File: src/rtl/sphere_through_four_points_macros.svh
// Assertion helpers for the sphere solver.
// Both sample on clock and are off while reset is high.
`ifndef SPHERE_THROUGH_FOUR_POINTS_MACROS_SVH
`define SPHERE_THROUGH_FOUR_POINTS_MACROS_SVH

// Same-cycle implication.
`define STP_ASSERT_IMP(lbl, ante, cons) \
   lbl: assert property (@(posedge clock) disable iff (reset) (ante) |-> (cons)) \
      else $error("stp assertion failed");

// Next-cycle implication.
`define STP_ASSERT_NXT(lbl, ante, cons) \
   lbl: assert property (@(posedge clock) disable iff (reset) (ante) |=> (cons)) \
      else $error("stp assertion failed");

`endif

File: src/rtl/stp_pkg.sv
package stp_pkg;

   localparam int CW    = 32;           // coordinate width
   localparam int MW    = CW + 2;       // matrix coefficient, 2 * difference
   localparam int SQW   = 2 * CW;       // square of one coordinate
   localparam int RHW   = SQW + 2;      // right-hand side, difference of norms
   localparam int PRW   = 2 * MW;       // 2x2 minor product
   localparam int OPW   = 70;           // wide operand: cofactor or rhs
   localparam int HLW   = OPW / 2;      // split point of a wide operand
   localparam int PPW   = 2 * (HLW + 1);// partial product
   localparam int WPW   = 2 * OPW;      // full wide product
   localparam int WN    = WPW + 2;      // determinant and numerators
   localparam int UW    = WN + 1;       // divider dividend / divisor
   localparam int QB    = CW + 1;       // quotient bits before saturation
   localparam int SW    = 2 * QB;       // squared distance term
   localparam int RB    = 36;           // root bits
   localparam int RW    = 2 * RB + 2;   // root remainder
   localparam int RAD_W = CW - 1;       // radius width
   localparam int NPROD = 12;           // 3 det terms + 9 numerator terms
   localparam int QDEPTH = 4;
   localparam int QAW   = $clog2(QDEPTH);

   localparam logic [QB-1:0] LIM_POS = {2'b00, {(CW-1){1'b1}}};
   localparam logic [QB-1:0] LIM_NEG = {2'b01, {(CW-1){1'b0}}};

   // work handed from front to back
   typedef struct packed {
      logic                  sing;
      logic [WN-1:0]         det;
      logic [2:0][WN-1:0]    num;
      logic [2:0][CW-1:0]    a;
   } stp_job_type;

   // side data along the divider
   typedef struct packed {
      logic               sing;
      logic [2:0][CW-1:0] a;
      logic [2:0]         neg;
      logic [2:0]         ovf;
   } stp_dside_type;

   // side data along the square root
   typedef struct packed {
      logic               sing;
      logic [2:0][CW-1:0] ctr;
   } stp_rside_type;

   // queue status seen by the top level
   typedef struct packed {
      logic full;
      logic empty;
      logic push;
      logic pop;
   } stp_qstat_type;

endpackage

File: src/rtl/stp_queue.sv
module stp_queue import stp_pkg::*; (
   input  logic          clock,
   input  logic          reset,
   input  logic          push_valid,
   output logic          push_ready,
   input  stp_job_type   push_job,
   output logic          pop_valid,
   input  logic          pop_ready,
   output stp_job_type   pop_job,
   output stp_qstat_type stat
);

   localparam logic [QAW:0] QFULL = (QAW + 1)'(QDEPTH);

   stp_job_type      mem_ff [QDEPTH];
   logic [QAW-1:0]   wp_ff, wp_in, rp_ff, rp_in;
   logic [QAW:0]     cnt_ff, cnt_in;
   logic             push, pop;

   assign push_ready = (cnt_ff != QFULL);
   assign pop_valid  = (cnt_ff != '0);
   assign push       = push_valid && push_ready;
   assign pop        = pop_valid && pop_ready;
   assign pop_job    = mem_ff[rp_ff];

   assign stat.full  = !push_ready;
   assign stat.empty = !pop_valid;
   assign stat.push  = push;
   assign stat.pop   = pop;

   always_comb begin
      wp_in  = push ? wp_ff + QAW'(1) : wp_ff;
      rp_in  = pop  ? rp_ff + QAW'(1) : rp_ff;
      cnt_in = cnt_ff + (QAW + 1)'(push) - (QAW + 1)'(pop);
   end

   always_ff @(posedge clock) begin
      if (reset) begin
         wp_ff  <= '0;
         rp_ff  <= '0;
         cnt_ff <= '0;
      end else begin
         wp_ff  <= wp_in;
         rp_ff  <= rp_in;
         cnt_ff <= cnt_in;
      end
   end

   always_ff @(posedge clock) begin
      if (push) begin
         mem_ff[wp_ff] <= push_job;
      end
   end

endmodule

File: config.mk
export PLATFORM = sky130hd
export DESIGN_NAME = stp_queue
export DESIGN_NICKNAME = d
export VERILOG_FILES = /design/src/rtl/sphere_through_four_points_macros.svh /design/src/rtl/stp_pkg.sv /design/src/rtl/stp_queue.sv
export SDC_FILE = /design/constraint.sdc
export NUM_CORES = 2
export LEC_CHECK = 0
export BUFFER_PORTS_ARGS = -buffer_cell sky130_fd_sc_hd__buf_2
export CAP_MARGIN = 20
export CORE_AREA = 8 8 515 517
export DETAILED_ROUTE_END_ITERATION = 10
export DIE_AREA = 0 0 523 525
export GPL_ROUTABILITY_DRIVEN = 0
export MAX_ROUTING_LAYER = met4
export PLACE_DENSITY_LB_ADDON = 0.25
export RECOVER_POWER = 25
export SLEW_MARGIN = 20
export SYNTH_ARGS = -nofsm -noshare
export SYNTH_HDL_FRONTEND = slang
export SYNTH_SLANG_ARGS = --single-unit
File: constraint.sdc
create_clock -name clock -period 53.4 [get_ports clock]
set_clock_uncertainty 0.05 [all_clocks]
set_input_delay 5.34 -clock clock [delete_from_list [all_inputs] [get_ports clock]]
set_output_delay 5.34 -clock clock [all_outputs]
set_load 0.01 [all_outputs]
* Word level (Yosys, flattened, before mapping)
Memories as Yosys holds them, arrays and structs flattened. A register that Yosys moved wholly into a read port is not among the register bits.
Index checks and enable logic that the tools add are counted.
** Storage, ports and cells
- Register bits after elaboration :: 7
- Word-level logic and storage cells :: 18
- Input bits :: 669
- Memories kept :: 1
- Memory bits (writable) :: 2660
** Cells by class
- Equal/unequal tests :: 1
- Mux-type cells :: 4
- Add/sub/neg operators :: 4
- Reduce and logical (&&, ||, !) cells :: 5
** Memories
- mem_ff :: words 4, width 665, read ports 1, clocked after memory_dff 1, write ports 1, line stp_queue.sv:15 : stp_job_type mem_ff [QDEPTH];
** Operators by type and width (number)
- adder 2 x 1 -> 2 bit (second input constant) :: 2
- 2-to-1 mux 2 bit :: 2
- adder 3 x 1 -> 3 bit :: 1
- != test 3 bit (second input constant) :: 1
- nonzero test 3 bit :: 1
- subtractor 3 x 1 -> 3 bit :: 1
- logical AND 1 bit :: 2
- logical NOT 1 bit :: 2
- 2-to-1 mux 1 bit :: 2

* Depth between registers and ports, before layout
- Depth after elaboration :: 4
- Gate-level depth with buffers :: 13
- Mapped depth without buffers :: 13

* Worst setup path after synthesis
OpenSTA, ideal clock, no wires.
- Kind :: input -> register
- Start :: input port push_valid
- End :: memory mem_ff[0][0] in the netlist's numbering, enable pin
- Slack :: 31.563 ns
- Required time :: 52.231 ns
- Stages :: 3
- Setup time :: 1.119 ns
- Data arrival time :: 20.668 ns
- Cell sequence :: inv_1 nor2_1 and2_1
** Between the ends
- Word-level cells in the longest chain between the ends :: 3
** Ends and longest elaborated chain
- start: declaration :: line stp_queue.sv:4 : input logic push_valid,
- logical AND 1 bit :: line stp_queue.sv:22 : assign push = push_valid && push_ready;
- named net push :: line stp_queue.sv:18 : logic push, pop;
- 2-to-1 mux 1 bit :: line stp_queue.sv:50 : if (push) begin
- 2-to-1 mux 1 bit (not written as such) :: line stp_queue.sv:51 : mem_ff[wp_ff] <= push_job;
- end: declaration :: line stp_queue.sv:15
The timed path passes the listed nets, and every way through them passes these cells.

==> flow_summary.ini <==
[power_and_ir_drop]
peakVddDrop_mv = 0.0363
power.density_nw_per_um2 = 49.8
p_leak_uw = 0.0377
p_total_uw = 5800

[clock_tree]
ctsResizeCount = 0
insertion_delay_ns = 0.90
clkSlewWorstSetupHoldPaths_ns = 0.06
ctsRootBufferMaster = clkbuf_16
tritoncts = yes
h-tree-depth = 5
numCtsBuffers = 299
clockBufferDepth = 4
postCtsSetupBuffers = 0
holdBufCountCts = 0
cts_sinks = 2669

[place]
numPortBuffers = 1339
place_area_um2 = 108000
hpwl_um = 175000

[critical_path]
required_ns = 48.01
crit_type = flip-flop to primary output
r2r_setup_slack_ns = 47.20
cp-end-kind = primary output
worstPathArrival_ns = 6.86
crit_fanout = 104
r2r-start = cnt_ff[1]
worst_setup_path_start_kind = flip-flop
worstRegToRegCells = 10
r2r-end = mem_ff[0][530]

[timing]
setup_viol = 0
setup_tns_ns = 0
finalMaxSlewViolations = 0
worstMarginPinSlew_ns = 1.08
grt_setup_unrepaired = no
slew_headroom = 0.281
fmax_ghz = 0.0817
worst_hold_slack_ns = 0.431
period_share = 0.229
min_period_ns = 12.25
final-hold-violation-count = 0

[floorplan]
die_height_um = 525
dieArea_um2 = 275000
rows = 187
die-width_um = 523
start_util = 0.378
io_pins = 1340
core_um2 = 258000

[finish]
multiInputGateArea_um2 = 16000
area_growth_pct = 19.8
fill_cells = 21643
drive_gt1_frac = 0.343
design_area_um2 = 117000
layout.area.seq_um2 = 80100
postLayoutCoreUtil = 0.453
nets = 5760

[global_route]
grt_pass1_wl_um = 358000
grt_pass1_vias = 46564
grt_max_degree = 129
globalRouteOverflowTotal = 0
grt_antenna_before_repair = 201
grtUsageTotal = 0.187

[drt]
wl_um = 259000
drc = 0
drt_pass1_iterations = 5
vias = 45405
vias_per_cell = 5.13
wl_per_cell_um = 29.2
drtIter0Drc = 3537
ant_nets = 0

[synthesis]
synth_fa_ha_area_frac = 0.000977
syn_nets = 4205
syn_area_um2 = 97300
ys_types = 24
ys.flop_type = edfxtp_1
synth_compound_area_frac = 0.000283
yosysMostFrequentCell = edfxtp_1
synth_top_family_by_area = multiplexers
yosysSeqAreaShare = 0.823
synth-seq-cells = 2669
netlist.area_leader.share = 0.821
synth-warning-count = 0
synthSimpleGateAreaFrac = 0.00107
synthCells = 3529
yosys-top-cells-area = edfxtp_1, mux4_2, mux4_1
synth-xor-area-share = 0.000180
avgSynthCellArea_um2 = 27.6
synth_commonest_cells = edfxtp_1, mux4_2, mux4_1
async_flop_share = 0
muxShareOfSynthArea = 0.162
yosys.area.top_type = edfxtp_1
synth_edf_count = 2660

[hold_path]
worstHoldStart = rp_ff[1]
worstHoldPathType = flip-flop to flip-flop
min_path_cells = 2

[job]
cap_violations = 0

[run_status]
status = completed
## state kept, by name, indices dropped and copies added, names as in the netlist, named ones only
name,count
mem_ff,2660
wp_ff,2
rp_ff,2
cnt_ff,3
## placed cells by master (no fill, tap or decap), types with 2 or more instances in the layout
cell type and instances:
dfxtp_4 2, a21oi_1 2, buf_4 58, bufinv_16 18, clkinv_2 42, nand2b_1 2
clkinv_8 4, nor2_1 6, clkinv_1 65, mux4_2 460, inv_6 6, clkbuf_8 2
clkbuf_16 303, clkinv_16 2, inv_1 9, buf_12 8, dfxtp_1 7, edfxtp_1 2660
o21ai_0 2, clkbuf_1 504, or3_1 3, buf_2 905, diode_2 145, clkinvlp_4 3
and2_4 4, ha_1 6, mux4_1 205, xor2_1 2, nand2_1 2
## final cells by class
cell class                      instances  share of cell area
Multi-Input combinational cell        700               0.137
Antenna cell                          145             0.00311
Sequential cell                      2669               0.687
Inverter                                9            0.000290
Clock buffer                          375              0.0675
Tap cell                             3402              0.0365
Timing Repair Buffer                 1405              0.0579
Clock inverter                        142              0.0104
## power breakdown
| group | switching (uW) | total (uW) | internal (uW) | leakage, uW |
|---|---|---|---|---|
| registers | 48.4 | 2590 | 2540 | 0.0244 |
| clock network | 790 | 1920 | 1130 | 0.00444 |
| logic | 773 | 1300 | 523 | 0.00880 |
| total | 1610 | 5800 | 4190 | 0.0377 |
## worst max path at each step
stage                         endpoint  cells past startpoint
after floorplan           mem_ff[0][0]                      3
after global placement    pop_job[577]                      7
after detailed placement       stat[1]                      4
after CTS                 pop_job[577]                      7
after global routing      pop_job[574]                      7
final                     pop_job[574]                      7
## kinds of logic after synthesis
| group | count (synthesis) |
|---|---|
| xor gates and xnor gates | 2 |
| muxes | 666 |
| adders and majority gates | 7 |
| DFF | 2669 |
| buffers and inverters | 160 |
| and+or+nand+nor | 20 |
| AOI/OAI and AO/OA | 5 |
## critical path, stage by stage, from the launching register on
cell and delay, ns:
dfxtp_4 0.92, buf_4 0.79, buf_12 0.70, buf_4 0.83, buf_4 0.65, buf_4 0.84
mux4_1 0.71, buf_2 0.17
## metrics by stage
step           std cells  setup slack, ns
3_3_place_gp        8185            41.73
2_1_floorplan       3529            31.56
3_5_place_dp        8185            41.76
6_report            8847            41.15
5_1_grt             8813            40.51
4_1_cts             8702            40.77
## layer usage
layer / vias to the layer above / global-route usage / part of all wire
met2: 1817 / 0.298 / 0.48
li1: 18981 / - / -
met1: 24169 / 0.216 / 0.38
met5: - / - / 0
met3: 438 / 0.0855 / 0.12
met4: 0 / 0.0442 / 0.023
Power figures use the tool's default switching activity.
